File: src/rtl/core/tcw_pkg.sv
`timescale 1ns / 1ps
// ----------------------------------------------------------------------------
// tcw_pkg
// Shared types, constants and codes of the text console writer.
// ----------------------------------------------------------------------------
package tcw_pkg;

  // Screen geometry
  localparam int COLUMNS = 80;
  localparam int ROWS    = 25;
  localparam int CELLS   = COLUMNS * ROWS;
  localparam int SCROLL_CELLS = CELLS - COLUMNS;

  // Widths
  localparam int ADDR_W   = $clog2(CELLS);
  localparam int CUR_W    = $clog2(CELLS + 1);
  localparam int COL_W    = $clog2(COLUMNS);
  localparam int OP_W     = 3;
  localparam int CHAR_W   = 8;
  localparam int ATTR_W   = 8;
  localparam int IDX_W    = 11;
  localparam int CURSOR_W = 11;
  localparam int CELL_W   = CHAR_W + ATTR_W;
  localparam int IN_DATA_W  = 24;
  localparam int OUT_DATA_W = 32;

  // Cell contents
  localparam logic [CHAR_W-1:0] SPACE_CHAR = 8'd32;
  localparam logic [ATTR_W-1:0] RESET_ATTR = 8'd7;

  // Configuration register indexes
  localparam logic CFG_TEXT_ATTR  = 1'b0;
  localparam logic CFG_BLANK_ATTR = 1'b1;

  typedef enum logic [OP_W-1:0] {
    OP_PUT       = 3'd0,
    OP_NEWLINE   = 3'd1,
    OP_BACKSPACE = 3'd2,
    OP_CLEAR     = 3'd3,
    OP_READ      = 3'd4
  } op_t;

  typedef enum logic [2:0] {
    ST_INIT,
    ST_IDLE,
    ST_SCROLL,
    ST_BLANK,
    ST_PUT,
    ST_READ
  } state_t;

  typedef struct packed {
    logic [OP_W-1:0]   opcode;
    logic [CHAR_W-1:0] char_code;
    logic [IDX_W-1:0]  cell_index;
  } item_t;

  typedef struct packed {
    logic                load;
    logic [CURSOR_W-1:0] cursor_cell;
    logic [CHAR_W-1:0]   read_char;
    logic [ATTR_W-1:0]   read_attribute;
  } result_t;

  typedef struct packed {
    logic              we;
    logic [ADDR_W-1:0] waddr;
    logic [CELL_W-1:0] wdata;
    logic              re;
    logic [ADDR_W-1:0] raddr;
  } ram_req_t;

endpackage

File: src/rtl/core/tcw_seq.sv
`timescale 1ns / 1ps
// ----------------------------------------------------------------------------
// tcw_seq
// Sequencer: cursor tracking, one sweep counter shared by the clearing pass,
// scroll copy, row blanking and screen clear, and screen store access.
// ----------------------------------------------------------------------------
module tcw_seq (
  input  logic                        clk,
  input  logic                        rst_n,
  input  logic                        in_valid,
  input  tcw_pkg::item_t              in_item,
  input  logic                        out_free,
  input  logic [tcw_pkg::ATTR_W-1:0]  text_attr,
  input  logic [tcw_pkg::ATTR_W-1:0]  blank_attr,
  input  logic [tcw_pkg::CELL_W-1:0]  ram_rdata,
  output logic                        in_ready,
  output tcw_pkg::ram_req_t           ram_req,
  output tcw_pkg::result_t            res
);

  tcw_pkg::state_t                   state_r, state_nxt;
  logic [tcw_pkg::ADDR_W-1:0]        cnt_r, cnt_nxt;
  logic [tcw_pkg::CUR_W-1:0]         cursor_r, cursor_nxt;
  logic [tcw_pkg::COL_W-1:0]         col_r, col_nxt;
  logic [tcw_pkg::CHAR_W-1:0]        char_r, char_nxt;
  logic                              scroll_r, scroll_nxt;

  tcw_pkg::op_t                      op;
  logic                              accept;
  logic                              past_end;
  logic                              idx_ok;
  logic                              sweep_last;

  assign op         = tcw_pkg::op_t'(in_item.opcode);
  assign in_ready   = (state_r == tcw_pkg::ST_IDLE) && out_free;
  assign accept     = in_valid && in_ready;
  assign past_end   = (cursor_r == tcw_pkg::CUR_W'(tcw_pkg::CELLS));
  assign idx_ok     = (32'(in_item.cell_index) < 32'(tcw_pkg::CELLS));
  assign sweep_last = (cnt_r == tcw_pkg::ADDR_W'(tcw_pkg::CELLS - 1));

  // Next state
  always_comb begin
    state_nxt = state_r;
    case (state_r)
      tcw_pkg::ST_INIT: begin
        if (sweep_last) state_nxt = tcw_pkg::ST_IDLE;
      end
      tcw_pkg::ST_IDLE: begin
        if (accept) begin
          case (op)
            tcw_pkg::OP_PUT:   if (past_end) state_nxt = tcw_pkg::ST_SCROLL;
            tcw_pkg::OP_CLEAR: state_nxt = tcw_pkg::ST_BLANK;
            tcw_pkg::OP_READ:  if (idx_ok) state_nxt = tcw_pkg::ST_READ;
            default:           state_nxt = tcw_pkg::ST_IDLE;
          endcase
        end
      end
      tcw_pkg::ST_SCROLL: begin
        if (cnt_r == tcw_pkg::ADDR_W'(tcw_pkg::SCROLL_CELLS)) state_nxt = tcw_pkg::ST_BLANK;
      end
      tcw_pkg::ST_BLANK: begin
        if (sweep_last) state_nxt = scroll_r ? tcw_pkg::ST_PUT : tcw_pkg::ST_IDLE;
      end
      tcw_pkg::ST_PUT:  state_nxt = tcw_pkg::ST_IDLE;
      tcw_pkg::ST_READ: state_nxt = tcw_pkg::ST_IDLE;
      default:          state_nxt = tcw_pkg::ST_INIT;
    endcase
  end

  // Outputs, store access and cursor update
  always_comb begin
    cnt_nxt    = cnt_r;
    cursor_nxt = cursor_r;
    col_nxt    = col_r;
    char_nxt   = char_r;
    scroll_nxt = scroll_r;
    ram_req    = '0;
    res        = '0;
    case (state_r)
      tcw_pkg::ST_INIT: begin
        ram_req.we    = 1'b1;
        ram_req.waddr = cnt_r;
        ram_req.wdata = {tcw_pkg::RESET_ATTR, tcw_pkg::SPACE_CHAR};
        cnt_nxt       = sweep_last ? '0 : cnt_r + 1'b1;
      end
      tcw_pkg::ST_IDLE: begin
        if (accept) begin
          res.load = 1'b1;
          case (op)
            tcw_pkg::OP_PUT: begin
              if (past_end) begin
                // Scroll first; the character lands at the bottom row start
                res.load   = 1'b0;
                char_nxt   = in_item.char_code;
                cursor_nxt = tcw_pkg::CUR_W'(tcw_pkg::SCROLL_CELLS + 1);
                col_nxt    = tcw_pkg::COL_W'(1);
                cnt_nxt    = '0;
                scroll_nxt = 1'b1;
              end else begin
                ram_req.we    = 1'b1;
                ram_req.waddr = tcw_pkg::ADDR_W'(cursor_r);
                ram_req.wdata = {text_attr, in_item.char_code};
                cursor_nxt    = cursor_r + 1'b1;
                col_nxt       = (col_r == tcw_pkg::COL_W'(tcw_pkg::COLUMNS - 1)) ?
                                '0 : col_r + 1'b1;
              end
            end
            tcw_pkg::OP_NEWLINE: begin
              if (!past_end) begin
                cursor_nxt = cursor_r - tcw_pkg::CUR_W'(col_r)
                           + tcw_pkg::CUR_W'(tcw_pkg::COLUMNS);
                col_nxt    = '0;
              end
            end
            tcw_pkg::OP_BACKSPACE: begin
              if (cursor_r != '0) begin
                cursor_nxt    = cursor_r - 1'b1;
                col_nxt       = (col_r == '0) ?
                                tcw_pkg::COL_W'(tcw_pkg::COLUMNS - 1) : col_r - 1'b1;
                ram_req.we    = 1'b1;
                ram_req.waddr = tcw_pkg::ADDR_W'(cursor_r - 1'b1);
                ram_req.wdata = {blank_attr, tcw_pkg::SPACE_CHAR};
              end
            end
            tcw_pkg::OP_CLEAR: begin
              res.load   = 1'b0;
              cursor_nxt = '0;
              col_nxt    = '0;
              cnt_nxt    = '0;
              scroll_nxt = 1'b0;
            end
            tcw_pkg::OP_READ: begin
              if (idx_ok) begin
                res.load      = 1'b0;
                ram_req.re    = 1'b1;
                ram_req.raddr = tcw_pkg::ADDR_W'(in_item.cell_index);
              end
            end
            default: ;
          endcase
          res.cursor_cell = tcw_pkg::CURSOR_W'(cursor_nxt);
        end
      end
      tcw_pkg::ST_SCROLL: begin
        // Read one row ahead, write the cell read in the previous cycle
        ram_req.re    = (cnt_r != tcw_pkg::ADDR_W'(tcw_pkg::SCROLL_CELLS));
        ram_req.raddr = cnt_r + tcw_pkg::ADDR_W'(tcw_pkg::COLUMNS);
        ram_req.we    = (cnt_r != '0);
        ram_req.waddr = cnt_r - 1'b1;
        ram_req.wdata = ram_rdata;
        if (cnt_r != tcw_pkg::ADDR_W'(tcw_pkg::SCROLL_CELLS)) cnt_nxt = cnt_r + 1'b1;
      end
      tcw_pkg::ST_BLANK: begin
        ram_req.we    = 1'b1;
        ram_req.waddr = cnt_r;
        ram_req.wdata = {blank_attr, tcw_pkg::SPACE_CHAR};
        cnt_nxt       = sweep_last ? '0 : cnt_r + 1'b1;
        if (sweep_last && !scroll_r) begin
          res.load        = 1'b1;
          res.cursor_cell = tcw_pkg::CURSOR_W'(cursor_r);
        end
      end
      tcw_pkg::ST_PUT: begin
        ram_req.we      = 1'b1;
        ram_req.waddr   = tcw_pkg::ADDR_W'(tcw_pkg::SCROLL_CELLS);
        ram_req.wdata   = {text_attr, char_r};
        scroll_nxt      = 1'b0;
        res.load        = 1'b1;
        res.cursor_cell = tcw_pkg::CURSOR_W'(cursor_r);
      end
      tcw_pkg::ST_READ: begin
        res.load           = 1'b1;
        res.cursor_cell    = tcw_pkg::CURSOR_W'(cursor_r);
        res.read_char      = ram_rdata[tcw_pkg::CHAR_W-1:0];
        res.read_attribute = ram_rdata[tcw_pkg::CELL_W-1:tcw_pkg::CHAR_W];
      end
      default: ;
    endcase
  end

  // Control registers
  always_ff @(posedge clk) begin
    if (!rst_n) begin
      state_r  <= tcw_pkg::ST_INIT;
      cnt_r    <= '0;
      cursor_r <= '0;
      col_r    <= '0;
      scroll_r <= 1'b0;
    end else begin
      state_r  <= state_nxt;
      cnt_r    <= cnt_nxt;
      cursor_r <= cursor_nxt;
      col_r    <= col_nxt;
      scroll_r <= scroll_nxt;
    end
  end

  // Held character for the write after a scroll
  always_ff @(posedge clk) begin
    char_r <= char_nxt;
  end

  a_cursor_range: assert property (@(posedge clk) disable iff (!rst_n)
    cursor_r <= tcw_pkg::CUR_W'(tcw_pkg::CELLS))
    else $error("cursor beyond past-end position");

  a_col_range: assert property (@(posedge clk) disable iff (!rst_n)
    col_r < tcw_pkg::COL_W'(tcw_pkg::COLUMNS))
    else $error("column counter out of range");

  a_done_to_idle: assert property (@(posedge clk) disable iff (!rst_n)
    res.load |=> state_r == tcw_pkg::ST_IDLE)
    else $error("result issued while work remains");

  a_put_after_blank: assert property (@(posedge clk) disable iff (!rst_n)
    (state_r == tcw_pkg::ST_PUT) |-> $past(state_r) == tcw_pkg::ST_BLANK)
    else $error("deferred write without a preceding row blank");

endmodule

File: config.mk
export PLATFORM = sky130hd
export DESIGN_NAME = tcw_seq
export DESIGN_NICKNAME = d
export VERILOG_FILES = /design/src/rtl/core/tcw_pkg.sv /design/src/rtl/core/tcw_seq.sv
export SDC_FILE = /design/constraint.sdc
export NUM_CORES = 1
export LEC_CHECK = 0
export BUFFER_PORTS_ARGS = -buffer_cell sky130_fd_sc_hd__buf_2
export CAP_MARGIN = 20
export CORE_MARGIN = 3
export CORE_UTILIZATION = 50
export CTS_BUF_LIST = sky130_fd_sc_hd__clkbuf_4 sky130_fd_sc_hd__clkbuf_8 sky130_fd_sc_hd__clkbuf_16
export CTS_CLUSTER_SIZE = 40
export DETAILED_ROUTE_END_ITERATION = 8
export HOLD_SLACK_MARGIN = 0.12
export PLACE_DENSITY_LB_ADDON = 0.05
export SYNTH_ARGS = -nofsm -noshare
export SYNTH_HDL_FRONTEND = slang
export SYNTH_SLANG_ARGS = --single-unit
File: constraint.sdc
create_clock -name clk -period 11.9 [get_ports clk]
set_clock_uncertainty 0.1 [all_clocks]
set_input_delay 3.57 -clock clk [delete_from_list [all_inputs] [get_ports clk]]
set_output_delay 3.57 -clock clk [all_outputs]
set_load 0.02 [all_outputs]
# Yosys cells after proc, flatten, opt, wreduce, memory -nomap -nowiden
# Cells that the tools add are included.
# word_totals
regBits	41
in_bits	58
out_inout_bits	69
word_cells	104
# op_classes
add_sub_neg	9
magnitude_cmp	1
n_eq_ne	24
mux	44
n_reduce_logical	20
# op_table
operator	n
case mux 28 bit (5 select lines)	1
two-way mux 11 bit	7
two-way mux 28 bit	2
case mux 28 bit (2 select lines)	1
two-way mux 12 bit	4
case mux 11 bit (4 select lines)	1
two-way mux 40 bit	1
case mux 12 bit (3 select lines)	1
two-way mux 7 bit	5
equality test 11 bit (second input constant)	3
case mux 11 bit (3 select lines)	1
case mux 7 bit (4 select lines)	1
case mux 12 bit (2 select lines)	1
adder 11 x 1 -> 11 bit (second input constant)	2
adder 11 x 7 -> 11 bit (second input constant)	2
case mux 11 bit (2 select lines)	1
nonzero test 11 bit	2
subtractor 11 x 1 -> 11 bit (second input constant)	2
two-way mux 3 bit	7
two-way mux 16 bit	1
case mux 3 bit (5 select lines)	1
inequality test 2 bit (second input constant)	7
equality test 3 x 2 -> 1 bit (second input constant)	4
< comparator 11 bit (second input constant)	1
25 further kinds	39

# Logic depth before layout (Yosys ltp)
# Gate-level depths: netlist of the first run.
# depth
ltp_word	6
depth_mapped	13
ltp_nobuf	12

# Least setup slack after synthesis of the first run
# OpenSTA, ideal clock, no wires.
# synth_timing
path_type	in2out
start	input port in_item[21] (netlist bit)
end	output port ram_req[32] (netlist bit)
arrival_ps	5722
t_required_ps	8230
path_slack_ps	2508
path_stages	6
path_buffers	2
cell_sequence	clkbuf_1 -> or3b_2 -> a31oi_1 -> nand2_1 -> clkbuf_1 -> o311ai_0
# synth_lines
element	line	text
from (decl)	tcw_seq.sv:11	input tcw_pkg::item_t in_item,
to (decl)	tcw_seq.sv:17	output tcw_pkg::ram_req_t ram_req,

==> metrics.md, run 1 <==
| Metric | Value |
|---|---|
| Starting Density | 52.8% |
| Final core occ | 61.5% |
| RSZ-0062 raised after global routing | no |
| Worst setup path class | primary input to output port |
| Clk sink count | 41 |
| Post-synth top area share | 13.9% |
| Area Overhead vs Synth | 16.5% |
| Reg clk slew, reported paths | 0.09 ns |
| Vias/cell | 6.24 |
| WP data required | 8.23 ns |
| Post-CTS Resized | 0 |
| First-pass GRT wire length | 26.6 mm |
| Maxcap violations | 0 |
| Cells after synthesis | 689 |
| Rel. slew slack | 29.8% |
| All-layer global routing usage | 31.5% |
| Crit end category | output port |
| Vias | 5,663 |
| 1st-iter DRT viols | 558 |
| H-Tree Level Count | 2 |
| Final Power | 0.000325 W |
| Initial antenna violation count | 0 |
| Setup bufs post-CTS | 0 |
| Finish-stage setup viols | 0 |
| Multi-input logic area | 0.00348 mm^2 |
| Port bufs | 126 |
| Detailed Place HPWL | 13.2 mm |
| Synth Register Bits | 41 |
| Clock tree buffer depth | 2 |
| Setup_tns | 0 ns |
| Worst-Margin Slew | 1.05 ns |
| Die Wd | 103 um |
| Synthesized area | 0.00474 mm^2 |
| Final slew viol count | 0 |
| CTS root buf | clkbuf_8 |
| Peak supply drop | 0.0454 mV |
| Cts bufs inserted | 5 |
| GP Congestion | 1.01 |
| CTS tree | built |
| Mapped Avg Cell Area | 6.87 um^2 |
| Yosys warns | 0 |
| Total Nets Final | 870 |
| # fillers | 872 |
| Most frequent cells after synthesis | nand2_1 (80), nor2_1 (74), o21ai_0 (61) |
| Synth area leaders | dfxtp_1 (14%), ha_1 (8.2%), o21ai_0 (6.4%), nand2_1 (6.3%), nor2_1 (5.9%) |
| Final Cycle Share | 82.2% |
| Share of cells above drive strength 1 | 20.5% |
| Detailed Route WL | 17.2 mm |
| Final ANT Viol Nets | 0 |
| Worst Path Max Fanout | 17 |
| Synth Net Count | 779 |
| Minimum clock period | 9.78 ns |
| Status | completed |
| Number of global-route vias before repair | 5,287 |
| Yosys top cell by area | dfxtp_1 |
| Core Rows | 34 |
| Worst Hold Class | flip-flop to flip-flop |
| # DRC | 0 |
| Pin count of the biggest net entering global routing | 27 |
| I/O pin count | 127 |
| Main flop type after synthesis | dfxtp_1 |
| Antenna cells | 0 |
| Core footprint | 0.00898 mm^2 |
| Fmax achieved | 102 MHz |
| Hold Buf Count CTS | 0 |
| Die area | 0.0107 mm^2 |
| Worst skew pair latency | 0.31 ns |
| Sequential share of the synthesized area | 19.0% |
| Wire per inst | 19.0 um |
| Async set or reset register ratio after synthesis | 0% |
| Cell with the most instances after synthesis | nand2_1 |
| Die Y | 103 um |
| Yosys cell types | 68 |
| Pre-antenna DRT Iters | 5 |
| Critical Path AT | 6.11 ns |
| Remaining global-route overflow | 0 |
| Worst setup SP type | primary input |
| Fin. Hold Viols | 0 |
| EDFF count, synth | 8 |
| Storage cell area | 901 um^2 |
| Pwr/cell area | 58.9 mW/mm^2 |
| LEAKAGE | 2.45 nW |
[path summary, 6_finish.rpt]
kind	from	endpoint	slack, ns	depth (start not counted)
max	in_item[21]	ram_req[25]	2.12	8
min	col_r[0]	col_r[0]	0.47	2
max reg2reg	state_r[0]	cnt_r[6]	8.22	7
min reg2reg	col_r[0]	col_r[0]	0.47	2
[power breakdown]
| part | switching, W | internal (W) |
|---|---|---|
| Sequential | 0.00000166 | 0.000142 |
| Clock | 0.0000581 | 0.0000846 |
| Combinational | 0.0000238 | 0.0000150 |
[cell families after synthesis]
kind of cell	after synthesis	synth area share, %
compound gates	210	29.3
xor+xnor	33	6.10
fa+ha+maj	32	8.61
buf+inv	90	7.56
flops	41	19.0
mux	3	0.634
simple gates	280	28.7
[state kept, by name, summed over array words and instances (netlist names)]
signal    flops
char_r        8
cnt_r        11
col_r         7
cursor_r     11
scroll_r      1
state_r       3
[metrics by stage]
stage / std cells / hold slack (ns) / cell area (um^2) / setup WS [ns]
after detailed placement: 898 / 0.463 / 5370 / 2.19
final: 907 / 0.473 / 5520 / 2.12
after floorplan: 689 / 0.411 / 4740 / 2.51
after CTS: 906 / 0.478 / 5510 / 2.18
after global routing: 907 / 0.509 / 5520 / 1.96
after global placement: 898 / 0.463 / 5370 / 2.31
[layout make-up]
type	instances	area share, %
clock inverter	3	1.25
timing repair buffer	134	12.5
tap	126	2.86
multi-input combinational	558	63.1
inverter	40	2.72
clock buffer	5	1.25
sequential	41	16.3
[cell usage in the layout, fill, tap and decap left out, drive strengths merged, types with 17 or more instances in the layout]
master | synthesis | layout
inv | 39 | 40
dfxtp | 33 | 33
o21ai | 62 | 62
nand2 | 80 | 80
nand3 | 25 | 25
xnor2 | 17 | 17
nor2 | 74 | 74
and2 | 20 | 20
buf | 5 | 133
ha | 31 | 31
nor3 | 25 | 25
a21oi | 46 | 46
[critical path, stage by stage]
cell and delay [ns]:
buf_2 0.22, or3b_2 0.65, a31oi_1 0.55, nand2_1 0.41, nand2_1 0.34, a222oi_1 0.14, inv_1 0.06, buf_2 0.16
[layer usage]
| metal | track usage [%] | part of all wire, % | wire length, um | vias up |
|---|---|---|---|---|
| li1 | - | - | - | 2686 |
| met1 | 40.1 | 40 | 6890 | 2650 |
| met2 | 53.7 | 50 | 8630 | 283 |
| met3 | 5.16 | 7.5 | 1290 | 44 |
| met4 | 11.3 | 2.2 | 386 | 0 |
| met5 | 0 | 0 | 0 | - |
Power figures use the tool's default switching activity.
==> run 2: changes to the inputs <==
Clock period 11.9 ns to 10.2 ns, I/O delays scaled along.
==> run 2 against run 1 <==
  * Die area unchanged
  * Sequential share of layout area barely moved
  * Register-to-register slack lost 1.7 ns
  * Via count fell by 0.57%
  * Critical endpoint is now ram_req[26]
  * Critical path depth did not move
  * Core utilization hardly changed
  * Critical path type unchanged
  * Highest routed layer unchanged
  * Wire length is 0.40% lower
  * First-iteration DRC count down 9.3%
==> metrics.md, run 2 (synthesized netlist as in run 1, its figures left out) <==
| Metric | Value |
|---|---|
| Initial antenna violation count | 0 |
| Final slew viol count | 0 |
| Pin count of the biggest net entering global routing | 27 |
| CTS tree | built |
| Met3 GRT Util | 4.23% |
| Die area | 0.0107 mm^2 |
| Wire per inst | 18.9 um |
| Worst setup path class | primary input to output port |
| GP Congestion | 1.01 |
| Worst Path Max Fanout | 17 |
| Critical Path AT | 5.69 ns |
| Leading cell type in the layout, fill and taps excluded | buf_2 |
| Antenna cells | 0 |
| Die Y | 103 um |
| Starting Density | 52.8% |
| I/O pin count | 127 |
| Share of cells above drive strength 1 | 20.5% |
| Peak supply drop | 0.0534 mV |
| # DRC | 0 |
| Worst skew pair latency | 0.31 ns |
| GR peak layer | met2 |
| LEAKAGE | 2.45 nW |
| Vias | 5,631 |
| Met1 usage | 39.8% |
| Worst Hold Class | flip-flop to flip-flop |
| Number of global-route vias before repair | 5,188 |
| GRT met2 Usage | 55.2% |
| Rel. slew slack | 30.3% |
| Final core occ | 61.5% |
| Reg2Reg Setup Slack | 6.52 ns |
| WP data required | 7.04 ns |
| Minimum clock period | 8.85 ns |
| Status | completed |
| Detailed Route WL | 17.1 mm |
| Hold Buf Count CTS | 0 |
| Worst-Margin Slew | 1.04 ns |
| Pwr/cell area | 68.8 mW/mm^2 |
| First-pass GRT wire length | 26.2 mm |
| Multi-input logic area | 0.00348 mm^2 |
| Pre-antenna DRT Iters | 5 |
| All-layer global routing usage | 31.3% |
| Crit end category | output port |
| Detailed Place HPWL | 13.1 mm |
| 1st-iter DRT viols | 506 |
| Worst reg2reg path startpoint | state_r[0] |
| Reg clk slew, reported paths | 0.09 ns |
| Fin. Hold Viols | 0 |
| CTS root buf | clkbuf_8 |
| Total Nets Final | 870 |
| Storage cell area | 901 um^2 |
| Commonest non-fill, non-tap cells in the layout | buf_2 (127), nand2_1 (80), nor2_1 (74) |
| Maxcap violations | 0 |
| Finish-stage setup viols | 0 |
| Setup_tns | 0 ns |
| Cts bufs inserted | 5 |
| Crit path capture | ram_req[26] |
| Area Overhead vs Synth | 16.5% |
| Fmax achieved | 113 MHz |
| Die Wd | 103 um |
| Port bufs | 126 |
| Reg2Reg Capture Point | cnt_r[6] |
| # fillers | 894 |
| Remaining global-route overflow | 0 |
| Core Rows | 34 |
| Largest registers | cnt_r: 11 flops, cursor_r: 11 flops, char_r: 8 flops |
| Setup bufs post-CTS | 0 |
| Worst R2R Path Depth | 7 |
| Hold Crit Start | col_r[2] |
| Final ANT Viol Nets | 0 |
| Core footprint | 0.00898 mm^2 |
| H-Tree Level Count | 2 |
| Worst setup SP type | primary input |
| Final Cycle Share | 86.8% |
| Clk sink count | 41 |
| Post-CTS Resized | 0 |
| Clock tree buffer depth | 2 |
| CP startpoint | in_item[21] |
| Vias/cell | 6.21 |
| RSZ-0062 raised after global routing | no |
[run 2: cell count changes in the layout (fill, tap and decap cells not counted)]
cell      before  now
buf_2        126  127
clkbuf_4       1    0
[run 2: worst min path at each step]
stage	slack [ns]	cells past startpoint	endpoint
after CTS	0.48	2	col_r[2]
final	0.47	2	col_r[2]
after floorplan	0.41	1	col_r[6]
after global routing	0.53	2	col_r[0]
after global placement	0.46	2	scroll_r
after detailed placement	0.46	2	col_r[2]
[run 2: layer usage]
layer | up-vias | part of all wire (%)
met3 | 33 | 7.3
met2 | 270 | 50
met4 | 0 | 2.0
met5 | - | 0
li1 | 2687 | -
met1 | 2641 | 40
[run 2: cell type report]
class                           count  share of cell area, %
Timing Repair Buffer              134                   12.5
Clock inverter                      3                   1.25
Sequential cell                    41                   16.3
Multi-Input combinational cell    558                   63.1
Inverter                           40                   2.72
Clock buffer                        5                   1.25
Tap cell                          126                   2.86
[run 2: power by group]
part | leakage (nW) | switching (W) | total [W] | internal [W]
clock | 0.0687 | 0.0000679 | 0.000167 | 0.0000987
sequential | 0.338 | 0.00000193 | 0.000168 | 0.000166
combinational | 2.05 | 0.0000277 | 0.0000452 | 0.0000174
[run 2: critical path, cell delays in order]
cell and delay (ns):
buf_2 0.22, or3b_2 0.65, a31oi_1 0.60, nand2_1 0.44, nand2_1 0.35, a222oi_1 0.14, inv_1 0.07, buf_2 0.15
[run 2: stage by stage]
| stage | hold slack, ns | area [um^2] | std cells | total power (W) | setup slack [ns] |
|---|---|---|---|---|---|
| 2_1_floorplan | 0.411 | 4740 | 689 | 0.000194 | 1.83 |
| 3_3_place_gp | 0.463 | 5370 | 898 | 0.000215 | 1.63 |
| 3_5_place_dp | 0.459 | 5370 | 898 | 0.000216 | 1.49 |
| 4_1_cts | 0.478 | 5510 | 906 | 0.000381 | 1.47 |
| 5_1_grt | 0.528 | 5520 | 907 | 0.000392 | 1.27 |
| 6_report | 0.474 | 5520 | 907 | 0.000380 | 1.35 |
